`src/rtl/core/min_max_normalize_assert.svh`:
```
// Assertion helpers used by the min-max normalize controller.
`ifndef MIN_MAX_NORMALIZE_ASSERT_SVH
`define MIN_MAX_NORMALIZE_ASSERT_SVH

// Same-cycle implication, checked on every rising clock edge outside reset.
`define MMN_ASSERT_NOW(label, ante, cons, msg) \
    label: assert property (@(posedge clk) disable iff (!rst_n) (ante) |-> (cons)) \
        else $error(msg);

// Next-cycle implication, checked on every rising clock edge outside reset.
`define MMN_ASSERT_NEXT(label, ante, cons, msg) \
    label: assert property (@(posedge clk) disable iff (!rst_n) (ante) |=> (cons)) \
        else $error(msg);

`endif

```
`src/rtl/core/mmn_pkg.sv`:
```
// ----------------------------------------------------------------------------
// mmn_pkg
// Shared constants, types and controller/datapath signal groups for the
// min-max normalize block.
// ----------------------------------------------------------------------------
package mmn_pkg;

    localparam int DEPTH     = 4096;
    localparam int ADDR_W    = $clog2(DEPTH);
    localparam int CNT_W     = $clog2(DEPTH + 1);
    localparam int PIX_W     = 32;
    localparam int QUO_W     = 17;
    localparam int DIV_STEPS = QUO_W;
    localparam int STEP_W    = $clog2(DIV_STEPS);

    localparam logic OP_LOAD = 1'b0;
    localparam logic OP_READ = 1'b1;

    typedef enum logic [1:0] {
        ST_IDLE,
        ST_FETCH,
        ST_DIVIDE,
        ST_HOLD
    } mmn_state_t;

    typedef struct packed {
        logic load_en;
        logic read_start;
        logic capture;
        logic div_step;
        logic div_first;
        logic out_load;
    } mmn_cmd_t;

    typedef struct packed {
        logic frame_ready;
    } mmn_status_t;

endpackage

```
`src/rtl/core/mmn_ctrl.sv`:
```
// ----------------------------------------------------------------------------
// mmn_ctrl
// Controller: accepts transactions, sequences the store fetch and the
// bit-serial division, and owns the output valid flag.
// ----------------------------------------------------------------------------
`include "min_max_normalize_assert.svh"

module mmn_ctrl
    import mmn_pkg::*;
(
    input  logic        clk,
    input  logic        rst_n,
    input  logic        in_valid,
    input  logic        in_op,
    output logic        in_ready,
    output logic        out_valid,
    input  logic        out_ready,
    input  mmn_status_t status,
    output mmn_cmd_t    cmd
);

    mmn_state_t        state_reg, state_next;
    logic [STEP_W-1:0] step_cnt_reg, step_cnt_next;
    logic              out_valid_reg, out_valid_next;

    always_ff @(posedge clk or negedge rst_n)
    begin
        if (!rst_n)
        begin
            state_reg     <= ST_IDLE;
            step_cnt_reg  <= '0;
            out_valid_reg <= 1'b0;
        end
        else
        begin
            state_reg     <= state_next;
            step_cnt_reg  <= step_cnt_next;
            out_valid_reg <= out_valid_next;
        end
    end

    always_comb
    begin
        state_next    = state_reg;
        step_cnt_next = step_cnt_reg;
        cmd           = '0;
        in_ready      = 1'b0;

        case (state_reg)
            ST_IDLE:
            begin
                in_ready = 1'b1;
                if (in_valid)
                begin
                    if (in_op == OP_LOAD)
                    begin
                        cmd.load_en = 1'b1;
                    end
                    else if (status.frame_ready)
                    begin
                        // A read with no closed frame is swallowed without a result.
                        cmd.read_start = 1'b1;
                        state_next     = ST_FETCH;
                    end
                end
            end
            ST_FETCH:
            begin
                cmd.capture   = 1'b1;
                step_cnt_next = STEP_W'(DIV_STEPS - 1);
                state_next    = ST_DIVIDE;
            end
            ST_DIVIDE:
            begin
                cmd.div_step  = 1'b1;
                cmd.div_first = (step_cnt_reg == STEP_W'(DIV_STEPS - 1));
                if (step_cnt_reg == '0)
                begin
                    state_next = ST_HOLD;
                end
                else
                begin
                    step_cnt_next = step_cnt_reg - 1'b1;
                end
            end
            ST_HOLD:
            begin
                if (!out_valid_reg || out_ready)
                begin
                    cmd.out_load = 1'b1;
                    state_next   = ST_IDLE;
                end
            end
            default:
            begin
                state_next = ST_IDLE;
            end
        endcase

        if (cmd.out_load)
        begin
            out_valid_next = 1'b1;
        end
        else if (out_ready)
        begin
            out_valid_next = 1'b0;
        end
        else
        begin
            out_valid_next = out_valid_reg;
        end
    end

    assign out_valid = out_valid_reg;

    `MMN_ASSERT_NOW(a_no_overwrite, cmd.out_load, !out_valid_reg || out_ready,
        "output register overwritten while a result is pending")
    `MMN_ASSERT_NEXT(a_read_to_fetch, cmd.read_start, state_reg == ST_FETCH,
        "accepted read did not move to the fetch state")
    `MMN_ASSERT_NEXT(a_div_to_hold, state_reg == ST_DIVIDE && step_cnt_reg == '0,
        state_reg == ST_HOLD, "division did not finish after the last step")
    `MMN_ASSERT_NOW(a_step_range, 1'b1, step_cnt_reg < STEP_W'(DIV_STEPS),
        "division step counter out of range")

endmodule

```
`config.mk`:
```
export PLATFORM = sky130hd
export DESIGN_NAME = mmn_ctrl
export DESIGN_NICKNAME = d
export VERILOG_FILES = /design/src/rtl/core/mmn_pkg.sv /design/src/rtl/core/mmn_ctrl.sv
export VERILOG_INCLUDE_DIRS = /design/src /design/src/rtl/core
export SDC_FILE = /design/constraint.sdc
export NUM_CORES = 1
export LEC_CHECK = 0
export ABC_AREA = 1
export BUFFER_PORTS_ARGS = -buffer_cell sky130_fd_sc_hd__buf_4
export CAP_MARGIN = 30
export CORE_MARGIN = 2
export CORE_UTILIZATION = 40
export DETAILED_ROUTE_END_ITERATION = 10
export PLACE_DENSITY = 0.66
export SLEW_MARGIN = 0
export SYNTH_ARGS = -nofsm -noshare
export SYNTH_HDL_FRONTEND = slang
export SYNTH_SLANG_ARGS = --single-unit
```
`constraint.sdc`:
```
create_clock -name clk -period 1.1 [get_ports clk]
set_input_delay 0.22 -clock clk [delete_from_list [all_inputs] [get_ports clk]]
set_output_delay 0.22 -clock clk [all_outputs]
set_load 0.05 [all_outputs]
```
Yosys cells after proc, flatten, opt, wreduce, memory -nomap -nowiden

Index checks and enable logic that the tools add are counted.

Register bits after elaboration: 8
Bits of input ports: 6

Add/subtract/negate cells: 1
Eq/ne operators: 10
Muxes and demuxes: 20
Reductions and logical operators: 8

Operators by type and width:

| cell                                             | number |
|---|---|
| two-way mux 2 bit                                | 8 |
| inequality test 2 bit, second input constant     | 6 |
| case mux 5 bit (2 select lines)                  | 1 |
| two-way mux 1 bit                                | 9 |
| case mux 2 bit (4 select lines)                  | 1 |
| == test 5 bit, second input constant             | 1 |
| zero test 5 bit                                  | 1 |
| two-way mux 5 bit                                | 1 |
| AND reduction 5 bit                              | 1 |
| subtractor 5 x 1 -> 5 bit, second input constant | 1 |
| == test 2 bit, second input constant             | 2 |
| nonzero test 2 bit                               | 2 |
| == test 2 x 1 -> 1 bit, second input constant    | 1 |
| zero test 2 bit                                  | 1 |
| AND reduction 2 bit                              | 1 |
| zero test 1 bit                                  | 1 |
| logical OR 1 bit                                 | 1 |

Depth between registers and ports, before layout

Gate-level depths: netlist (run 1).

Depth in word-level cells: 5
Depth in mapped cells: 8
Depth with buffers taken out: 8

Worst setup path before layout (run 1)

No wires, ideal clock.

Path type: reg2out
Start point: register state_reg[0]
End point: output port cmd[1] (netlist bit)
Data arrival time: 2289 ps
Setup slack: -1409 ps
Cell stages (with the launch flop): 5
Path buffers: 0
Path through: dfrtp_1 -> inv_1 -> ha_1 -> inv_1 -> nor3_1

RTL lines:

| what                   | line           | text |
|---|---|---|
| start, declared        | mmn_ctrl.sv:22 | `mmn_state_t state_reg, state_next;` |
| start signal, assigned | mmn_ctrl.sv:36 | `state_reg <= state_next;` |
| end, declared          | mmn_ctrl.sv:19 | `output mmn_cmd_t cmd` |

==> results of run 1 <==
[through the flow]
| step | hold WS [ps] | worst slack [ps] |
|---|---|---|
| after floorplan | -75.6 | -423 |
| after global placement | 45.3 | -213 |
| after detailed placement | 42.8 | -224 |
| after CTS | 215 | -405 |
| after global routing | 244 | -529 |
| final | 219 | -462 |
[repair_timing]
item | in CTS | in global routing
cloned | 1 | 0
hold endpoints to repair | 8 | 0
hold buffers | 1 | 0
pin swaps | 4 | 5
buffers inserted | 8 | 4
gates resized for setup | 31 | 11
endpoints found under the setup margin | 14 | 15
[cells by family (layout without fill, tap and decap cells)]
kind of cell,Yosys count,after routing,share of synthesized area
AO/OA/AOI/OAI,5,5,0.0473
XOR/XNOR,1,1,0.0166
adder cells (fa/ha/maj),6,6,0.142
buffers and inverters,13,52,0.113
flip-flops,8,8,0.378
AND/OR/NAND/NOR,37,38,0.303
[cell usage after synthesis (all sizes together)]
master	n
buf	2
nor3	1
o21ai	4
or2	1
nor2	5
nand3	10
inv	11
xnor2	1
nand2	20
dfrtp	8
ha	6
a21oi	1
[worst max-delay path: cells and delay by family, from the launching register on]
family        cells  cell delay, ps
simple gates      2             170
buf+inv           2             290
flops             1             450
fa+ha+maj         1             170
[area by class of cell]
type / count / area [um^2] / share of cell area
flip-flops and latches: 8 / 203 / 0.192
repair buffers: 37 / 337 / 0.318
well taps: 15 / 18.8 / 0.0178
inverters: 11 / 43.8 / 0.0414
multi-input cells: 50 / 429 / 0.406
clock buffers: 4 / 26.3 / 0.0249
[routing by layer]
layer  global-route usage  vias to the layer above  part of all wire
li1                     -                      298                 -
met1                0.252                      326              0.38
met2                0.409                       30              0.53
met3               0.0778                        8             0.066
met4               0.0833                        0             0.024
met5                    0                        -                 0
[final timing paths]
kind / from / end / slack (ps)
max: state_reg[1] / cmd[5] / -460
min: out_ready / out_valid / 220
max reg2reg: state_reg[0] / step_cnt_reg[3] / -350
min reg2reg: out_valid / out_valid / 530
max in group asynchronous: rst_n / out_valid / 620
min in group asynchronous: rst_n / step_cnt_reg[2] / 330
==> qor.yml, run 1 <==
grt_overall_usage: 0.231
first_pass_iters: 4
finalInstanceArea_um2: 1060
final_hold_violation_count: 0
netlist.top_cell.by_area: "dfrtp_1"
critical_path_class: "register to primary output"
remaining_overflow_grt: 0
worst_setup_hold_path_clk_slew_ps: 60
placed_cell_area_um2: 759
timing.critical_path.required_ps: 880
setup_viol: 14
fillCellCount: 64
placementRows: 13
wirelength_um: 2010
final_cell_mix: "buf_4, nand2_1, nand3_1, buf_6"
synth_cell_types: 16
tightest_slew_ps: 200
dp_cells: 108
first_iter_violations: 26
grt_setup_unrepaired: "yes"
worst-path-max-fanout: 4
maxSlewHeadroom: 0.866
floorplan.die_area_um2: 1630
chipHeight_um: 40.4
cts-root-buf: "clkbuf_4"
number_of_nets_in_the_synthesized_netlist: 82
worst_slack_ps: -462
setup_total_negative_slack_ps: -4750
wl_per_cell_um: 16.0
clk-insertion-delay-late_ps: 260
crit_chain: "inv_2, ha_4, nand2_2, nor2_4, buf_6"
postSynthAreaPerCell_um2: 7.56
whs_path_depth: 4
yosysSeqAreaShare: 0.378
worstHoldPathType: "primary input to register"
core_um2: 1270
layout.cells.most_common: "buf_4"
antenna_cells: 0
final_core_utilization: 0.833
remaining_drc_errors: 0
pin_count_of_the_biggest_net_entering_global_routing: 9
total_of_warnings_raised_by_yosys: 0
max_freq_ghz: 0.640
postSynthRegisterBits: 8
post_route_cells_drive_above_1_share: 0.618
buffer_ports.inserted: 13
cell_count_after_synthesis: 70
layout_area_growth_over_synthesis_pct: 99.8
clock_path_buffers: 2
crit_slowest_cell: "dfrtp_2"
synth.cell_area_um2: 529
top_level_ports: 14
routed_via_density: 5.30
place.detailed.hpwl_um: 872
cts_tree: "built"
drv_slew: 0
die_width_um: 40.4
h-tree-depth: 1
antenna_found_initial: 0
largest_register_ffs: 5
finalWorstPathRequiredPeriod_ps: 1560
vias: 662
arrival_time_at_the_worst_endpoint_ps: 1340
start_util: 0.417
violations: "negative setup slack"
cts_buffers: 3
drv.max_cap_violation_count: 0
routabilityCongestion: 0.672
layoutNonFillerInstCount: 125
yosys-top-cells-area: "dfrtp_1, ha_1, nand2_1, nand3_1, inv_1"
vias_in_the_first_global_route: 556
start_kind: "register"
worst_clock_skew_ps: 6.42
synth_top_area_frac: 0.378
finalNetCount: 123
critical_path.max_stage_delay_ps: 450
run_status: "complete, but fails checks"
tritoncts_num_sinks: 8
grt_pass1_wl_um: 2330
end_kind: "primary output"
rr_worst_depth: 9
route.antenna.remaining_nets: 0
period_share: 1.42
Power of run 1 is not shown: default switching activity piles up to over one toggle a cycle in this logic, so the estimate is an artifact.
==> inputs of run 2 (changes only) <==
ABC_AREA = default   (was 1)
SLEW_MARGIN = 20   (was 0)
clock period = 1.3 ns   (was 1.1 ns; I/O delays follow)
==> run 2 against run 1 <==
The run still ends with negative setup slack left. Clock skew down 3.8 ps. Worst hold slack better by 65 ps. Global-route usage down 4.1 points. Sequential cell count unchanged.
==> qor.yml, run 2 <==
run_status: "complete, but fails checks"
violations: "negative setup slack"
worst-path-max-fanout: 3
antenna_cells: 0
grtUsageMet2: 0.321
first_pass_iters: 2
worst_slack_ps: -251
floorplan.die_area_um2: 1650
synthAdderAreaFrac: 0.140
yosys-top-cells-area: "dfrtp_1, ha_1, inv_1, nor4b_4, nand2_1"
synth.most_common_cell: "dfrtp_1"
finalWorstPathRequiredPeriod_ps: 1550
synth_top_area_frac: 0.372
placementRows: 13
grt_setup_unrepaired: "yes"
dp_cells: 94
remaining_overflow_grt: 0
worstHoldPathType: "primary input to register"
fin_total_pwr_mw: 3.00
drv.max_cap_violation_count: 0
max-vdd-ir-drop_mv: 1.98
grt_overall_usage: 0.190
remaining_drc_errors: 0
tightest_slew_ps: 237
cellPowerDensity_nw_per_um2: 2930
worst_clock_skew_ps: 2.66
maxSlewHeadroom: 0.841
postSynthAreaPerCell_um2: 9.78
start_kind: "register"
layout_area_growth_over_synthesis_pct: 90.0
period_share: 1.19
netlist.top_cell.by_area: "dfrtp_1"
cts_tree: "built"
routed_via_density: 4.88
layoutNonFillerInstCount: 108
yosys.area_share.xor_xnor: 0
largest_register_ffs: 5
cell_count_after_synthesis: 55
number_of_nets_in_the_synthesized_netlist: 67
ffs_w_async_s_r_synth: 1.00
layout.cells.most_common: "buf_4"
synth_cell_types: 21
max_freq_ghz: 0.645
final_hold_violation_count: 0
cts-root-buf: "clkbuf_4"
total_of_warnings_raised_by_yosys: 0
wirelength_um: 1430
post_synth_and_or_nand_nor_area_fraction: 0.249
arrival_time_at_the_worst_endpoint_ps: 1290
die_width_um: 40.7
postSynthRegisterBits: 8
synthesized_area_fraction_occupied_by_ao_oa_aoi_and_oai_cells: 0.119
final_cell_mix: "buf_4, buf_6"
leakage_nw: 0.476
end_kind: "primary output"
post_route_cells_drive_above_1_share: 0.710
globalRouteMet3Util: 0.103
vias_in_the_first_global_route: 492
setup_viol: 13
clk-insertion-delay-late_ps: 260
yosys-top-cells-count: "dfrtp_1, inv_1, ha_1, nand2_1, nor2_1"
antenna_found_initial: 0
first_iter_violations: 2
drv_slew: 0
cts_buffers: 3
number_of_flops_mapped_to_enable_cells_by_yosys: 0
clock_path_buffers: 2
dpl_worst_slack_ps: -198
timing.critical_path.required_ps: 1040
synthFlopType: "dfrtp_1"
finalNetCount: 106
routabilityCongestion: 0.673
fillCellCount: 75
top_level_ports: 14
met1_use_gr: 0.199
worst_setup_hold_path_clk_slew_ps: 50
pin_count_of_the_biggest_net_entering_global_routing: 9
tritoncts_num_sinks: 8
chipHeight_um: 40.7
start_util: 0.419
core_um2: 1280
top_usage_layer: "met2"
synth.cell_area_um2: 538
vias: 527
buffer_ports.inserted: 13
h-tree-depth: 1
route.antenna.remaining_nets: 0
synthMuxAreaShare: 0.0581
place.detailed.hpwl_um: 943
yosysSeqAreaShare: 0.372
critical_path_class: "register to primary output"
grt_pass1_wl_um: 1990
main_combinational_cell_family_by_area_after_synthesis: "simple AND/OR/NAND/NOR gates"
wl_per_cell_um: 13.2
==> run 2: cell types whose count changed in the layout (fill, tap and decap cells not counted), sizes merged, moves of 2 or more <==
cell / delta
buf: -2
inv: -4
mux2i: +2
nand2: -15
nand2b: +3
nand3: -8
o211ai: +3
o21ai: -2
==> run 2: critical path: stages, from the launching register on <==
cell	delay (ps)
dfrtp_1	410
inv_2	130
ha_4	170
inv_4	40
nor3_4	110
buf_6	180
==> run 2: per-layer routing <==
layer | routed length, um | part of all wire
met1 | 604 | 0.42
met3 | 43 | 0.030
met4 | 0 | 0
met2 | 781 | 0.55
met5 | 0 | 0
==> run 2: logic make-up after synthesis <==
family	count (synthesis)
AO/OA/AOI/OAI	8
adder cells (fa/ha/maj)	6
buffers and inverters	8
flip-flops	8
multiplexers	3
AND/OR/NAND/NOR	22
==> run 2: through the flow <==
| stage | utilization | instance area, um^2 | hold WS (ps) | TNS [ps] |
|---|---|---|---|---|
| 2_1_floorplan | - | 601 | -35.6 | -1230 |
| 4_1_cts | 0.724 | 931 | 278 | -2370 |
| 5_1_grt | 0.796 | 1020 | 310 | -3000 |
| 3_5_place_dp | 0.622 | 800 | 84.0 | -1030 |
| 3_3_place_gp | 0.622 | 800 | 85.1 | -821 |
| 6_report | 0.796 | 1020 | 283 | -2190 |
==> run 2: worst paths after layout <==
check                                 from              end  slack, ps  depth (start not counted)
setup / recovery              state_reg[0]           cmd[1]       -250                          5
hold / removal                   out_ready        out_valid        280                          3
setup reg to reg           step_cnt_reg[0]     state_reg[1]       -230                          6
hold reg to reg                  out_valid        out_valid        530                          2
max in group asynchronous            rst_n     state_reg[1]        800                          2
min in group asynchronous            rst_n  step_cnt_reg[4]        360                          2
==> run 2: repair_timing <==
item                       CTS  global route
hold endpoints to repair     8             0
pin swaps                    7             5
setup buffers                2             7
hold buffers                 1             0
setup endpoints to repair   13            14
gates resized for setup     25            12
==> run 2: layout make-up <==
| class | instances | area [um^2] | area share |
|---|---|---|---|
| clock buffer | 4 | 26.3 | 0.0257 |
| sequential | 8 | 205 | 0.201 |
| timing repair buffer | 35 | 325 | 0.318 |
| inverter | 7 | 28.8 | 0.0282 |
| multi-input combinational | 39 | 418 | 0.409 |
| tap | 15 | 18.8 | 0.0184 |
==> run 2: power by group <==
group / switching [mW] / total [mW] / internal, mW
sequential: 0.157 / 0.542 / 0.385
clock: 0.0906 / 0.208 / 0.118
combinational: 1.08 / 2.25 / 1.17
total: 1.33 / 3.00 / 1.67
Power figures use the tool's default switching activity.
==> inputs of run 3 (changes only) <==
PLACE_DENSITY = 0.63   (was 0.66)
REMOVE_ABC_BUFFERS = 1   (was default)
clock period = 1.9 ns   (was 1.3 ns; I/O delays follow)
==> run 3 against run 2 <==
The flow now finishes without violations. First-iteration DRC count up 100%. Clock skew up 6.5 ps. Sequential cell count unchanged. Die area unchanged. Routed wire length down 27%. Worst hold slack better by 120 ps. Critical path depth unchanged. Cell count down 19%. Critical endpoint unchanged. Setup slack better by 370 ps. Sequential power down 36%. Sequential share of layout area up 9.1 points.
==> qor.yml, run 3 (synthesis gave the netlist of run 2 again) <==
run_status: "finished clean"
placed_cell_area_um2: 654
first_pass_iters: 2
routed_via_density: 5.02
core_um2: 1280
place.detailed.hpwl_um: 803
finalInstanceArea_um2: 687
buffer_ports.inserted: 13
wirelength_um: 1040
vias_in_the_first_global_route: 388
p_switching_uw: 666
tightest_slew_ps: 273
period_share: 0.938
drv_slew: 0
dp_cells: 83
top_level_ports: 14
pin_count_of_the_biggest_net_entering_global_routing: 9
layoutNonFillerInstCount: 87
power.switching_fraction: 0.505
remaining_drc_errors: 0
arrival_time_at_the_worst_endpoint_ps: 1400
fin_total_pwr_mw: 1.32
fillCellCount: 122
end_kind: "primary output"
clk-insertion-delay-late_ps: 270
finalNetCount: 86
h-tree-depth: 1
grt_overall_usage: 0.159
worst-path-max-fanout: 4
floorplan.die_area_um2: 1650
max_freq_ghz: 0.561
cpLargestDelayFamily: "flip-flops"
setup_viol: 0
dpl_worst_slack_ps: 352
cts-root-buf: "clkbuf_4"
critical_path_class: "register to primary output"
antenna_cells: 0
worst_path_buffer_plus_inverter_count: 3
worst_clock_skew_ps: 9.13
antenna_found_initial: 0
wl_per_cell_um: 12.0
multiInputGateArea_um2: 304
route.antenna.remaining_nets: 0
die_width_um: 40.7
final_hold_violation_count: 0
pwr-share-comb: 0.629
first_iter_violations: 4
grt_setup_unrepaired: "no"
crit_chain: "inv_2, ha_1, inv_1, nor3_1, buf_4"
chipHeight_um: 40.7
timing.critical_path.required_ps: 1520
internal_power_uw: 654
vias: 437
clock_path_buffers: 2
worst_setup_hold_path_clk_slew_ps: 50
worst_slack_ps: 117
max-vdd-ir-drop_mv: 1.07
crit_slowest_cell: "dfrtp_1"
worstHoldPathType: "primary input to register"
maxSlewHeadroom: 0.817
grt_pass1_wl_um: 1610
power_frac_clock: 0.106
power.sequential.fraction: 0.265
layout.cells.most_common: "buf_4"
routabilityCongestion: 0.666
final_cell_mix: "buf_4, dfrtp_1, inv_1, nand2_1, ha_1"
post-cts-setup-buffers: 0
start_kind: "register"
total_area_of_sequential_cells_um2: 200
cts_buffers: 3
placementRows: 13
critical_path.max_stage_delay_ps: 400
drv.max_cap_violation_count: 0
cts_tree: "built"
cellPowerDensity_nw_per_um2: 1920
largest_register_ffs: 5
layout_area_growth_over_synthesis_pct: 27.7
start_util: 0.419
post_route_cells_drive_above_1_share: 0.306
leakage_nw: 0.348
tritoncts_num_sinks: 8
finalWorstPathRequiredPeriod_ps: 1780
remaining_overflow_grt: 0
-- run 3: worst paths after layout --
| path | startpoint | endpoint | slack (ps) | cells after the start |
|---|---|---|---|---|
| setup reg to reg | step_cnt_reg[0] | step_cnt_reg[3] | 350 | 5 |
| max in group asynchronous | rst_n | out_valid | 1290 | 2 |
| min in group asynchronous | rst_n | step_cnt_reg[4] | 470 | 2 |
| hold reg to reg | step_cnt_reg[0] | step_cnt_reg[0] | 520 | 1 |
| hold / removal | out_ready | out_valid | 400 | 3 |
| setup / recovery | state_reg[0] | cmd[1] | 120 | 5 |
-- run 3: timing repair --
item	in CTS	in global routing
endpoints found under the hold margin	8	0
hold buffers	1	0
endpoints found under the setup margin	0	1
gates resized for setup	0	1
-- run 3: layout make-up --
class	count	area share
clock buffers	3	0.0328
repair buffers	15	0.168
inverters	7	0.0383
well taps	15	0.0273
flip-flops and latches	8	0.291
multi-input cells	39	0.443
-- run 3: worst min-delay path, stage by stage --
cell      delay (ps)
buf_4             80
nand2b_1         100
nand2b_1          60
-- run 3: metal layers --
| layer | track usage | routed length (um) | vias to the layer above |
|---|---|---|---|
| met5 | 0 | 0 | - |
| met4 | 0.0500 | 15 | 0 |
| met3 | 0.0978 | 58 | 4 |
| met2 | 0.254 | 517 | 8 |
| met1 | 0.174 | 450 | 201 |
| li1 | - | - | 224 |
-- run 3: through the flow --
| step | TNS, ps | hold slack [ps] | utilization |
|---|---|---|---|
| after CTS | 0 | 399 | 0.535 |
| after floorplan | -1420 | 84.4 | - |
| final | 0 | 402 | 0.535 |
| after global routing | 0 | 432 | 0.535 |
| after global placement | 0 | 207 | 0.509 |
| after detailed placement | 0 | 209 | 0.509 |
-- run 3: power groups by stage --
stage	registers [mW]	logic (mW)	clock network [mW]
after global placement	0.349	0.830	0
after floorplan	0.367	0.610	0
final	0.349	0.830	0.140
after detailed placement	0.351	0.837	0
after CTS	0.348	0.843	0.145
after global routing	0.362	0.912	0.156
